File: src/tsta_pkg.sv
// Shared constants and types of the tickless sleep tick accounting block.
package tsta_pkg;

  localparam int COUNTER_BITS = 16;
  localparam logic [15:0] COUNTER_LIMIT = (COUNTER_BITS < 16) ?
      16'((64'd1 << COUNTER_BITS) - 64'd1) : 16'hFFFF;
  localparam logic [15:0] CPT_RESET = 16'd16;
  localparam int UNIT_STEPS = 16;
  localparam int STEP_BITS = $clog2(UNIT_STEPS);

  localparam logic OP_PLAN = 1'b0;
  localparam logic OP_WAKE = 1'b1;

  typedef enum logic {
    UNIT_MUL,
    UNIT_DIV
  } unit_mode_t;

  typedef struct packed {
    logic       start;
    unit_mode_t mode;
  } unit_cmd_t;

  typedef struct packed {
    logic busy;
    logic done;
  } unit_sts_t;

endpackage

File: src/tsta_if.sv
// Valid/ready channel interfaces for plan/wake items and their answers.
interface tsta_in_if;
  logic        valid;
  logic        ready;
  logic        operation;
  logic [15:0] expected_idle_ticks;
  logic [15:0] counter_now;
  logic        reload_matched;
  logic        sleep_abort;

  modport source (
    output valid, operation, expected_idle_ticks, counter_now, reload_matched, sleep_abort,
    input  ready
  );
  modport sink (
    input  valid, operation, expected_idle_ticks, counter_now, reload_matched, sleep_abort,
    output ready
  );
endinterface

interface tsta_out_if;
  logic        valid;
  logic        ready;
  logic        result_kind;
  logic        sleep_go;
  logic [15:0] reload_value;
  logic [15:0] ticks_elapsed;

  modport source (
    output valid, result_kind, sleep_go, reload_value, ticks_elapsed,
    input  ready
  );
  modport sink (
    input  valid, result_kind, sleep_go, reload_value, ticks_elapsed,
    output ready
  );
endinterface

File: src/tickless_sleep_tick_accounting.sv
// Top level of the tickless sleep planning and tick accounting block.
// A plan that grants sleep and a wake without reload match each pass through the 16 steps of
// the shared multiply/divide unit in the calculation state before the answer is registered;
// refused plans and matched wakes go straight to the answer state. One transaction is worked on at a
// time, and the next is accepted once the current answer sits in the output register.
module tickless_sleep_tick_accounting (
  input  logic          clk,
  input  logic          rst_n,
  input  logic          cfg_wr_en,
  input  logic [15:0]   cfg_wr_data,
  tsta_in_if.sink       in_ch,
  tsta_out_if.source    out_ch
);

  typedef enum logic [1:0] {
    S_IDLE,
    S_CALC,
    S_DONE
  } state_t;

  state_t      state_r;
  logic [15:0] cpt_r;
  logic [15:0] planned_idle_r;
  logic [15:0] acc_r;
  logic        op_r;
  logic [15:0] idle_r;
  logic [15:0] cnt_r;
  logic        matched_r;
  logic        go_r;

  logic        out_valid_r;
  logic        out_kind_r;
  logic        out_go_r;
  logic [15:0] out_reload_r;
  logic [15:0] out_ticks_r;

  tsta_pkg::unit_cmd_t unit_cmd;
  tsta_pkg::unit_sts_t unit_sts;
  logic [15:0]         res_hi, res_lo;

  logic        accept;
  logic [15:0] cpt_eff;
  logic [15:0] cnt_in;
  logic        grant_in;
  logic        div_in;
  logic        out_free;

  logic [15:0] left;
  logic [32:0] rsum;
  logic [15:0] reload;
  logic [15:0] acc_sum;
  logic [15:0] half;
  logic        bump;
  logic [15:0] acc_nxt;
  logic [16:0] q_inc;
  logic [15:0] ticks_div;
  logic [15:0] ticks_match;
  logic [15:0] ticks_sel;

  tsta_unit u_unit (
    .clk    (clk),
    .rst_n  (rst_n),
    .cmd    (unit_cmd),
    .op_a   (cpt_eff),
    .op_b   (grant_in ? (in_ch.expected_idle_ticks - 16'd1) : cnt_in),
    .sts    (unit_sts),
    .res_hi (res_hi),
    .res_lo (res_lo)
  );

  assign in_ch.ready = (state_r == S_IDLE);
  assign accept      = in_ch.valid && in_ch.ready;
  assign cpt_eff     = (cpt_r == 16'd0) ? 16'd1 : cpt_r;
  assign cnt_in      = in_ch.counter_now & tsta_pkg::COUNTER_LIMIT;
  assign grant_in    = (in_ch.operation == tsta_pkg::OP_PLAN) &&
                       (in_ch.expected_idle_ticks >= 16'd2) && !in_ch.sleep_abort;
  assign div_in      = (in_ch.operation == tsta_pkg::OP_WAKE) && !in_ch.reload_matched;
  assign out_free    = !out_valid_r || out_ch.ready;

  always_comb begin
    unit_cmd.start = accept && (grant_in || div_in);
    unit_cmd.mode  = grant_in ? tsta_pkg::UNIT_MUL : tsta_pkg::UNIT_DIV;
  end

  always_comb begin
    left        = (cnt_r > cpt_eff) ? 16'd0 : (cpt_eff - cnt_r);
    rsum        = {17'd0, left} + {1'b0, res_hi, res_lo} - 33'd1;
    reload      = (rsum > {17'd0, tsta_pkg::COUNTER_LIMIT}) ? tsta_pkg::COUNTER_LIMIT :
                  rsum[15:0];
    acc_sum     = acc_r + res_hi;
    half        = cpt_eff >> 1;
    bump        = (acc_sum >= half);
    acc_nxt     = bump ? (acc_sum - half) : acc_sum;
    q_inc       = {1'b0, res_lo} + {16'd0, bump};
    ticks_div   = q_inc[16] ? 16'hFFFF : q_inc[15:0];
    ticks_match = (planned_idle_r != 16'd0) ? (planned_idle_r - 16'd1) : 16'd0;
    ticks_sel   = matched_r ? ticks_match : ticks_div;
  end

  always_ff @(posedge clk) begin
    if (!rst_n) begin
      state_r        <= S_IDLE;
      cpt_r          <= tsta_pkg::CPT_RESET;
      planned_idle_r <= '0;
      acc_r          <= '0;
      out_valid_r    <= 1'b0;
    end else begin
      if (cfg_wr_en) begin
        cpt_r <= cfg_wr_data;
      end
      if (out_valid_r && out_ch.ready && state_r != S_DONE) begin
        out_valid_r <= 1'b0;
      end
      unique case (state_r)
        S_IDLE: begin
          if (accept) begin
            op_r      <= in_ch.operation;
            idle_r    <= in_ch.expected_idle_ticks;
            cnt_r     <= cnt_in;
            matched_r <= in_ch.reload_matched;
            go_r      <= grant_in;
            state_r   <= (grant_in || div_in) ? S_CALC : S_DONE;
          end
        end
        S_CALC: begin
          if (unit_sts.done) begin
            state_r <= S_DONE;
          end
        end
        S_DONE: begin
          if (out_free) begin
            out_valid_r <= 1'b1;
            out_kind_r  <= op_r;
            if (op_r == tsta_pkg::OP_PLAN) begin
              out_go_r     <= go_r;
              out_reload_r <= go_r ? reload : 16'd0;
              out_ticks_r  <= 16'd0;
              if (go_r) begin
                planned_idle_r <= idle_r;
              end
            end else begin
              out_go_r     <= 1'b0;
              out_reload_r <= 16'd0;
              out_ticks_r  <= ticks_sel;
              if (!matched_r) begin
                acc_r <= acc_nxt;
              end
            end
            state_r <= S_IDLE;
          end
        end
        default: state_r <= S_IDLE;
      endcase
    end
  end

  assign out_ch.valid         = out_valid_r;
  assign out_ch.result_kind   = out_kind_r;
  assign out_ch.sleep_go      = out_go_r;
  assign out_ch.reload_value  = out_reload_r;
  assign out_ch.ticks_elapsed = out_ticks_r;

  a_accept_blocks: assert property (@(posedge clk) disable iff (!rst_n)
    accept |=> !in_ch.ready)
    else $error("second transaction could be accepted while one is in work");

  a_done_in_calc: assert property (@(posedge clk) disable iff (!rst_n)
    unit_sts.done |-> state_r == S_CALC)
    else $error("unit finished outside the calculation state");

  a_wake_fields: assert property (@(posedge clk) disable iff (!rst_n)
    out_ch.valid && out_ch.result_kind == tsta_pkg::OP_WAKE |->
      !out_ch.sleep_go && out_ch.reload_value == 16'd0)
    else $error("wake answer carries plan fields");

  a_plan_fields: assert property (@(posedge clk) disable iff (!rst_n)
    out_ch.valid && out_ch.result_kind == tsta_pkg::OP_PLAN |->
      out_ch.ticks_elapsed == 16'd0)
    else $error("plan answer carries elapsed ticks");

endmodule

File: src/tsta_unit.sv
// Shared iterative unit: shift-add multiplier and restoring divider on one adder.
module tsta_unit (
  input  logic                 clk,
  input  logic                 rst_n,
  input  tsta_pkg::unit_cmd_t  cmd,
  input  logic [15:0]          op_a,
  input  logic [15:0]          op_b,
  output tsta_pkg::unit_sts_t  sts,
  output logic [15:0]          res_hi,
  output logic [15:0]          res_lo
);

  tsta_pkg::unit_mode_t            mode_r;
  logic [15:0]                     operand_r;
  logic [15:0]                     hi_r, hi_nxt;
  logic [15:0]                     lo_r, lo_nxt;
  logic [tsta_pkg::STEP_BITS-1:0]  step_r;
  logic                            busy_r;
  logic                            done_r;
  logic                            last_step;

  logic [16:0] add_x, add_y;
  logic        add_sub;
  logic [17:0] add_sum;

  assign last_step = (step_r == tsta_pkg::STEP_BITS'(tsta_pkg::UNIT_STEPS - 1));

  always_comb begin
    if (mode_r == tsta_pkg::UNIT_DIV) begin
      add_x   = {hi_r, lo_r[15]};
      add_y   = ~{1'b0, operand_r};
      add_sub = 1'b1;
    end else begin
      add_x   = {1'b0, hi_r};
      add_y   = lo_r[0] ? {1'b0, operand_r} : 17'd0;
      add_sub = 1'b0;
    end
    add_sum = {1'b0, add_x} + {1'b0, add_y} + {17'd0, add_sub};
    if (mode_r == tsta_pkg::UNIT_DIV) begin
      hi_nxt = add_sum[17] ? add_sum[15:0] : add_x[15:0];
      lo_nxt = {lo_r[14:0], add_sum[17]};
    end else begin
      hi_nxt = add_sum[16:1];
      lo_nxt = {add_sum[0], lo_r[15:1]};
    end
  end

  always_ff @(posedge clk) begin
    if (!rst_n) begin
      busy_r <= 1'b0;
      done_r <= 1'b0;
      step_r <= '0;
    end else begin
      done_r <= 1'b0;
      if (cmd.start) begin
        mode_r    <= cmd.mode;
        operand_r <= op_a;
        hi_r      <= '0;
        lo_r      <= op_b;
        busy_r    <= 1'b1;
        step_r    <= '0;
      end else if (busy_r) begin
        hi_r   <= hi_nxt;
        lo_r   <= lo_nxt;
        step_r <= step_r + 1'b1;
        if (last_step) begin
          busy_r <= 1'b0;
          done_r <= 1'b1;
        end
      end
    end
  end

  assign sts.busy = busy_r;
  assign sts.done = done_r;
  assign res_hi   = hi_r;
  assign res_lo   = lo_r;

  a_start_busy: assert property (@(posedge clk) disable iff (!rst_n)
    cmd.start |=> busy_r && step_r == '0)
    else $error("unit did not begin after start");

  a_done_after_last: assert property (@(posedge clk) disable iff (!rst_n)
    done_r |-> !busy_r && $past(busy_r) && $past(last_step))
    else $error("unit done without a final step");

endmodule
File: src/flat_wrapper.sv
// flat-port wrapper written by rule: the top's interface ports become plain ports
module tickless_sleep_tick_accounting_flat 
  (clk, rst_n, cfg_wr_en, cfg_wr_data, in_ch_valid, in_ch_operation, in_ch_expected_idle_ticks, in_ch_counter_now, in_ch_reload_matched, in_ch_sleep_abort, in_ch_ready, out_ch_valid, out_ch_result_kind, out_ch_sleep_go, out_ch_reload_value, out_ch_ticks_elapsed, out_ch_ready);
  tsta_in_if in_ch_i ();
  tsta_out_if out_ch_i ();
  input  logic clk;
  input  logic rst_n;
  input  logic cfg_wr_en;
  input  logic [15:0] cfg_wr_data;
  input wire logic [$bits(in_ch_i.valid)-1:0] in_ch_valid;
  input wire logic [$bits(in_ch_i.operation)-1:0] in_ch_operation;
  input wire logic [$bits(in_ch_i.expected_idle_ticks)-1:0] in_ch_expected_idle_ticks;
  input wire logic [$bits(in_ch_i.counter_now)-1:0] in_ch_counter_now;
  input wire logic [$bits(in_ch_i.reload_matched)-1:0] in_ch_reload_matched;
  input wire logic [$bits(in_ch_i.sleep_abort)-1:0] in_ch_sleep_abort;
  output wire logic [$bits(in_ch_i.ready)-1:0] in_ch_ready;
  output wire logic [$bits(out_ch_i.valid)-1:0] out_ch_valid;
  output wire logic [$bits(out_ch_i.result_kind)-1:0] out_ch_result_kind;
  output wire logic [$bits(out_ch_i.sleep_go)-1:0] out_ch_sleep_go;
  output wire logic [$bits(out_ch_i.reload_value)-1:0] out_ch_reload_value;
  output wire logic [$bits(out_ch_i.ticks_elapsed)-1:0] out_ch_ticks_elapsed;
  input wire logic [$bits(out_ch_i.ready)-1:0] out_ch_ready;
  assign in_ch_i.valid = in_ch_valid;
  assign in_ch_i.operation = in_ch_operation;
  assign in_ch_i.expected_idle_ticks = in_ch_expected_idle_ticks;
  assign in_ch_i.counter_now = in_ch_counter_now;
  assign in_ch_i.reload_matched = in_ch_reload_matched;
  assign in_ch_i.sleep_abort = in_ch_sleep_abort;
  assign in_ch_ready = in_ch_i.ready;
  assign out_ch_valid = out_ch_i.valid;
  assign out_ch_result_kind = out_ch_i.result_kind;
  assign out_ch_sleep_go = out_ch_i.sleep_go;
  assign out_ch_reload_value = out_ch_i.reload_value;
  assign out_ch_ticks_elapsed = out_ch_i.ticks_elapsed;
  assign out_ch_i.ready = out_ch_ready;
  tickless_sleep_tick_accounting u_core (.clk(clk), .rst_n(rst_n), .cfg_wr_en(cfg_wr_en), .cfg_wr_data(cfg_wr_data), .in_ch(in_ch_i), .out_ch(out_ch_i));
endmodule
File: config.mk
export PLATFORM = sky130hd
export DESIGN_NAME = tickless_sleep_tick_accounting_flat
export DESIGN_NICKNAME = d
export VERILOG_FILES = /design/src/tsta_pkg.sv /design/src/tsta_if.sv /design/src/tickless_sleep_tick_accounting.sv /design/src/tsta_unit.sv /design/src/flat_wrapper.sv
export SDC_FILE = /design/constraint.sdc
export NUM_CORES = 1
export LEC_CHECK = 0
export ABC_AREA = 1
export BUFFER_PORTS_ARGS = -buffer_cell sky130_fd_sc_hd__buf_2
export CAP_MARGIN = 15
export CORE_MARGIN = 4
export CORE_UTILIZATION = 57
export DETAILED_ROUTE_END_ITERATION = 16
export HOLD_SLACK_MARGIN = 0.03
export PLACE_DENSITY_LB_ADDON = 0.1
export SETUP_SLACK_MARGIN = 0.05
export SLEW_MARGIN = 20
export SYNTH_ARGS = -nofsm -noshare
export SYNTH_HDL_FRONTEND = slang
export SYNTH_SLANG_ARGS = --single-unit
File: constraint.sdc
create_clock -name clk -period 5 [get_ports clk]
set_input_delay 0.25 -clock clk [delete_from_list [all_inputs] [get_ports clk]]
set_output_delay 0.25 -clock clk [all_outputs]
set_load 0.1 [all_outputs]
==> results of run 1 <==
-- final cells by class --
type,instances,area [um^2],share of cell area [%]
clock buffers,17,425,2.46
clock inverters,15,218,1.26
inverters,340,1280,7.39
multi-input cells,1481,8920,51.7
flip-flops and latches,175,4700,27.2
well taps,324,405,2.35
repair buffers,191,1330,7.71
-- placed cells by master, fill, tap and decap left out, types with 18 or more instances in the layout --
cell type      count
nand2_2           34
nand3_1          103
inv_2             24
dlygate4sd3_1     27
nor3_1            18
edfxtp_1         118
buf_4             67
xor2_1            53
ha_4              24
nand2_1          480
clkbuf_16         18
a21oi_1          128
o21ai_0          148
nand4_1           40
dfxtp_1           48
buf_2             91
nor2_1           146
ha_1              87
xnor2_1           25
inv_1            315
-- cells in the mapped netlist, types with 3 or more instances --
library cell / number / area, um^2
nor4_1: 4 / 25.0
ha_1: 115 / 1440
inv_2: 4 / 15.0
nand4_1: 40 / 250
a21o_1: 9 / 67.6
xnor2_1: 25 / 219
nand3_2: 4 / 40.0
a21oi_1: 139 / 696
or2_2: 17 / 106
buf_6: 3 / 33.8
clkbuf_1: 48 / 180
dfxtp_1: 57 / 1140
fa_1: 6 / 120
o31ai_1: 4 / 30.0
buf_2: 11 / 55.1
nand2_2: 8 / 50.1
nand3b_1: 13 / 97.6
edfxtp_1: 118 / 3540
o21ai_1: 6 / 30.0
a211oi_1: 5 / 37.5
o22ai_1: 7 / 43.8
o21ai_0: 158 / 791
o211ai_1: 10 / 75.1
and2_1: 5 / 31.3
nor3_1: 18 / 90.1
inv_1: 335 / 1260
nor3_2: 3 / 30.0
xor2_1: 54 / 473
a31oi_1: 9 / 56.3
nand3_1: 120 / 601
nor2_2: 8 / 50.1
nand2_1: 516 / 1940
o21a_1: 3 / 22.5
nor2_1: 158 / 593
-- stage by stage --
step                hold WS [ns]  setup slack (ns)  cell area [um^2]
floorplan                  0.349            0.0662             14400
global placement           0.449             0.103             15400
detailed placement         0.455           -0.0845             15400
CTS                       0.0314            0.0513             16300
global route              0.0315            -0.154             17300
finish                    0.0414            0.0958             17300
-- logic make-up after synthesis --
logic type | Yosys count | synth area share, %
AND/OR/NAND/NOR | 920 | 27.5
buffers and inverters | 403 | 10.8
multiplexers | 1 | 0.0696
flip-flops | 175 | 32.6
AO/OA/AOI/OAI | 360 | 13.5
adder cells (fa/ha/maj) | 121 | 10.8
XOR/XNOR | 79 | 4.81
-- sequential cells by signal (all words and copies together), names as in the netlist --
signal	cells
u_core.out_ch.reload_value	16
u_core.u_unit.step_r	4
u_core.out_ch.ticks_elapsed	16
u_core.cnt_r	16
u_core.u_unit.done_r	1
u_core.u_unit.busy_r	1
u_core.matched_r	1
u_core.out_ch.valid	1
u_core.go_r	1
u_core.u_unit.mode_r	1
u_core.u_unit.operand_r	16
u_core.u_unit.res_hi	16
u_core.acc_r	16
u_core.cpt_r	16
u_core.u_unit.res_lo	16
u_core.planned_idle_r	16
u_core.state_r	2
u_core.op_r	1
u_core.out_ch.sleep_go	1
u_core.idle_r	16
u_core.out_ch.result_kind	1
-- layer usage --
metal	vias to the layer above	GRT usage, %	share of wire, %
met4	0	6.55	2.3
met2	608	45.5	46
met1	6586	42.5	44
li1	7038	-	-
met3	70	5.38	8.0
met5	-	0	0
-- power by group --
group          internal (mW)  switching, mW  leakage, nW
sequential              1.64         0.0552         1.56
clock                  0.703          0.730        0.308
combinational          0.738           1.28         6.42
total                   3.08           2.07         8.29
-- worst max-delay path: cells and delay by family, from the launching register on --
family | cells | cell delay, ns
AO/OA/AOI/OAI | 4 | 0.47
buffers and inverters | 7 | 0.71
adder cells (fa/ha/maj) | 4 | 1.04
flip-flops | 1 | 0.34
AND/OR/NAND/NOR | 17 | 2.14
-- worst paths after layout --
path,end,slack (ns),depth (start not counted)
worst max-delay path,u_core.out_ch.reload_value[8],0.1,32
worst min-delay path,u_core.idle_r[10],0.04,1
worst max register to register,u_core.out_ch.reload_value[8],0.1,32
worst min register to register,u_core.u_unit.operand_r[15],0.47,0
-- repair_timing --
action,in CTS,in global routing
hold buffers,25,2
endpoints found under the setup margin,18,32
pin swaps,3,50
hold endpoints to repair,25,2
gates resized for setup,6,190
buffers inserted,3,22
cloned,0,1
==> impl_metrics.py, run 1 <==
metrics = {
    "sta": {
        "rsz0062_at_grt": "true",
        "slew_headroom_pct": 32.3,
        "worst-slew-pin-transition_ns": 1.01,
        "period_needed_ns": 4.90,
        "fin_skew_ns": 0.0214,
        "fin_tns_setup_ns": 0,
        "slew_violations": 0,
        "fin_crit_sh_pct": 98.1,
        "setup_viol": 0,
        "max_freq_mhz": 204,
        "finalHoldViolCount": 0,
    },
    "global_route": {
        "grt_pass1_vias": 12700,
        "grt_pass1_wl_mm": 65.9,
        "antenna_found_initial": 0,
        "grt_max_degree": 75,
        "grt_remaining_overflow": 0,
        "track_usage_pct": 29.2,
    },
    "die": {
        "initial_core_util_pct": 58.5,
        "core_area_um2": 24600,
        "fp.dieH_um": 167,
        "die_area_um2": 27900,
        "dieWidth_um": 167,
        "rows": 57,
        "ios": 92,
    },
    "routing": {
        "wl_mm": 43.6,
        "dr.pass1.iters": 6,
        "routedWlPerCell_um": 17.2,
        "drtAntennaViolNets": 0,
        "vias": 14300,
        "vias_per_cell": 5.62,
        "route.detailed.drc": 0,
        "drtIter0Drc": 1588,
    },
    "placement": {
        "gp_congestion": 0.958,
        "dp.final_hpwl_mm": 32.8,
        "place_inst": 2458,
        "io_buffers": 91,
    },
    "cells_and_area": {
        "fillers": 2062,
        "syn2layout_area_growth_pct": 20.1,
        "final_util_pct": 70.2,
        "drive_above_1_share_pct": 17.7,
        "num-nets-final": 2383,
        "diodes": 0,
        "stdcell_count": 2543,
    },
    "yosys": {
        "synthArstFlopShare_pct": 0,
        "syn-num-nets": 2236,
        "synth.avg_cell_area_um2": 6.99,
        "synth_area_um2": 14400,
        "syn_inst": 2059,
        "ys.warnings.count": 0,
        "seq_area_frac_synth_pct": 32.6,
        "synth_enable_flop_cells": 118,
        "synth_flop_cell": "edfxtp_1",
        "synth_seq_cells": 175,
        "yosys.cell_types.count": 47,
    },
    "critical_path": {
        "cp.required_ns": 5.22,
        "cp_data_arrival_time_ns": 5.12,
        "cp-start-kind": "flop",
        "worstReg2RegStart": "u_core.cpt_r[4]",
        "worst_path_largest_cell_delay_ns": 0.34,
        "end_kind": "flop",
        "crit_type": "reg2reg",
        "crit_fanout": 8,
        "cp_slowest_cell": "dfxtp_2",
        "crit_start": "u_core.cpt_r[4]",
    },
    "clock_tree": {
        "cts_made_buffers": 17,
        "clk_pin_slew_worst_paths_ns": 0.09,
        "cts_tree": "yes",
        "clock_path_buffers": 2,
        "insertion_delay_ns": 0.45,
        "ctsHtreeMaxLevel": 4,
        "clock-sinks": 175,
        "cts_root_buf": "clkbuf_16",
    },
    "status": {
        "status": "completed",
    },
    "hold_path": {
        "hold_start": "in_ch_expected_idle_ticks[10]",
        "hp-class": "in2reg",
    },
    "flow_run": {
        "cap_violations": 0,
    },
    "power_and_ir_drop": {
        "vdd_drop_max_uv": 247,
        "power_per_cell_area_nw_per_um2": 298,
        "fin_total_pwr_mw": 5.14,
        "cellLeakagePower_nw": 8.29,
    },
}
Power figures use the tool's default switching activity.
==> inputs of run 2 (changes only) <==
- BUFFER_PORTS_ARGS: -buffer_cell sky130_fd_sc_hd__buf_2 -> default
- CORE_UTILIZATION: 57 -> 59
- DONT_BUFFER_PORTS: default -> 1
- GPL_TIMING_DRIVEN: default -> 0
==> impl_metrics.py, run 2 (same netlist as run 1, synthesis figures left out) <==
metrics = {
    "routing": {
        "vias": 14400,
        "drtIter0Drc": 1529,
        "vias_per_cell": 5.71,
        "drtAntennaViolNets": 0,
        "wl_mm": 45.4,
        "route.detailed.drc": 0,
        "routedWlPerCell_um": 18.0,
        "dr.pass1.iters": 6,
    },
    "sta": {
        "setup_viol": 0,
        "finalHoldViolCount": 0,
        "rsz0062_at_grt": "true",
        "fin_skew_ns": 0.0174,
        "worst_hold_slack_ns": 0.0249,
        "slew_violations": 0,
        "worst-slew-pin-transition_ns": 1.10,
        "max_freq_mhz": 200,
        "setup_ws_ns": 0.0122,
        "period_needed_ns": 4.99,
        "slew_headroom_pct": 26.5,
        "fin_crit_sh_pct": 99.8,
        "fin_tns_setup_ns": 0,
    },
    "die": {
        "fp.dieH_um": 164,
        "rows": 56,
        "core_area_um2": 23800,
        "initial_core_util_pct": 60.6,
        "die_area_um2": 27000,
        "dieWidth_um": 164,
        "ios": 92,
    },
    "critical_path": {
        "crit_type": "reg2reg",
        "worstReg2RegStart": "u_core.u_unit.res_hi[0]",
        "worst_path_largest_cell_delay_ns": 0.48,
        "crit_start": "u_core.u_unit.res_hi[0]",
        "cp_data_arrival_time_ns": 5.24,
        "end_kind": "flop",
        "rr_worst_depth": 28,
        "endpoint": "u_core.out_ch.ticks_elapsed[6]",
        "regToRegSetupSlack_ns": 0.01,
        "cp-start-kind": "flop",
        "cp_slowest_cell": "edfxtp_1",
        "cp.required_ns": 5.25,
        "crit_fanout": 10,
        "r2r-end": "u_core.out_ch.ticks_elapsed[6]",
    },
    "cells_and_area": {
        "syn2layout_area_growth_pct": 20.5,
        "drive_above_1_share_pct": 15.1,
        "num-nets-final": 2362,
        "stdcell_count": 2517,
        "layout_commonest_cell": "nand2_1",
        "final_cell_mix": "nand2_1, inv_1, nor2_1",
        "final_util_pct": 73.0,
        "stdcell_area_um2": 17300,
        "diodes": 0,
    },
    "power_and_ir_drop": {
        "vdd_drop_max_uv": 227,
        "power_per_cell_area_nw_per_um2": 299,
        "cellLeakagePower_nw": 8.10,
        "fin_total_pwr_mw": 5.18,
    },
    "clock_tree": {
        "cts_made_buffers": 17,
        "clock_path_buffers": 2,
        "ctsHtreeMaxLevel": 4,
        "clock-sinks": 175,
        "insertion_delay_ns": 0.45,
        "clk_pin_slew_worst_paths_ns": 0.08,
        "cts_tree": "yes",
        "cts_root_buf": "clkbuf_16",
    },
    "placement": {
        "pre_cts_slack_ns": -0.814,
        "dp.final_hpwl_mm": 33.9,
        "place_inst": 2382,
        "post_dp_cell_area_um2": 14900,
        "io_buffers": 0,
        "gp_congestion": 0.996,
    },
    "global_route": {
        "antenna_found_initial": 0,
        "track_usage_pct": 33.0,
        "grt_pass1_wl_mm": 69.1,
        "grt_pass1_vias": 13500,
        "grt_remaining_overflow": 0,
        "grt_max_degree": 32,
    },
    "status": {
        "status": "completed",
    },
    "hold_path": {
        "hp-class": "in2reg",
    },
    "flow_run": {
        "cap_violations": 0,
    },
}
run 2: changes by cell type in the layout (fill, tap and decap cells not counted), sizes merged:
cell,change
clkbuf,+46
dlygate4sd3,+18
clkinv,+2
buf,-85
inv,-2
run 2: worst max-delay path, delay by kind of cell, from the launching register on:
kind | cells | cell delay, ns
AND/OR/NAND/NOR | 13 | 1.65
adder cells (fa/ha/maj) | 5 | 1.34
buffers and inverters | 5 | 0.73
flip-flops | 1 | 0.48
AO/OA/AOI/OAI | 4 | 0.43
XOR/XNOR | 1 | 0.17
run 2: final cells by class:
| cell class | instances | area, um^2 |
|---|---|---|
| inverters | 340 | 1280 |
| plain buffers | 63 | 287 |
| multi-input cells | 1481 | 9070 |
| clock buffers | 17 | 425 |
| well taps | 319 | 399 |
| repair buffers | 107 | 983 |
| fillers | 1899 | 6410 |
| clock inverters | 15 | 206 |
| flip-flops and latches | 175 | 4700 |
run 2: worst min path at each step:
stage | depth (start not counted) | from | slack, ns | to
after floorplan | 0 | in_ch_counter_now[0] | 0.35 | u_core.cnt_r[0]
after global placement | 0 | in_ch_operation | 0.35 | u_core.op_r
after detailed placement | 0 | in_ch_operation | 0.35 | u_core.op_r
after CTS | 2 | cfg_wr_data[10] | 0.04 | u_core.cpt_r[10]
after global routing | 2 | cfg_wr_data[11] | 0.03 | u_core.cpt_r[11]
final | 2 | cfg_wr_data[10] | 0.02 | u_core.cpt_r[10]
run 2: what timing repair did:
item / CTS / global route
pin swaps: 25 / 59
buffers inserted: 22 / 35
setup endpoints to repair: 32 / 32
hold buffers: 45 / 0
endpoints found under the hold margin: 44 / 0
gates resized for setup: 109 / 132
gates cloned: 1 / 0
run 2: power breakdown:
group          total (mW)  leakage, nW  switching [mW]  internal (mW)
registers            1.76         1.56           0.127           1.64
logic                2.00         6.24            1.24          0.757
clock network        1.42        0.303           0.726          0.695
run 2: metal layers:
layer / vias up / track usage (%) / part of all wire [%]
li1: 6982 / - / -
met1: 6585 / 43.5 / 41
met2: 684 / 52.8 / 45
met3: 127 / 7.03 / 9.3
met4: 0 / 13.4 / 3.8
met5: - / 0 / 0
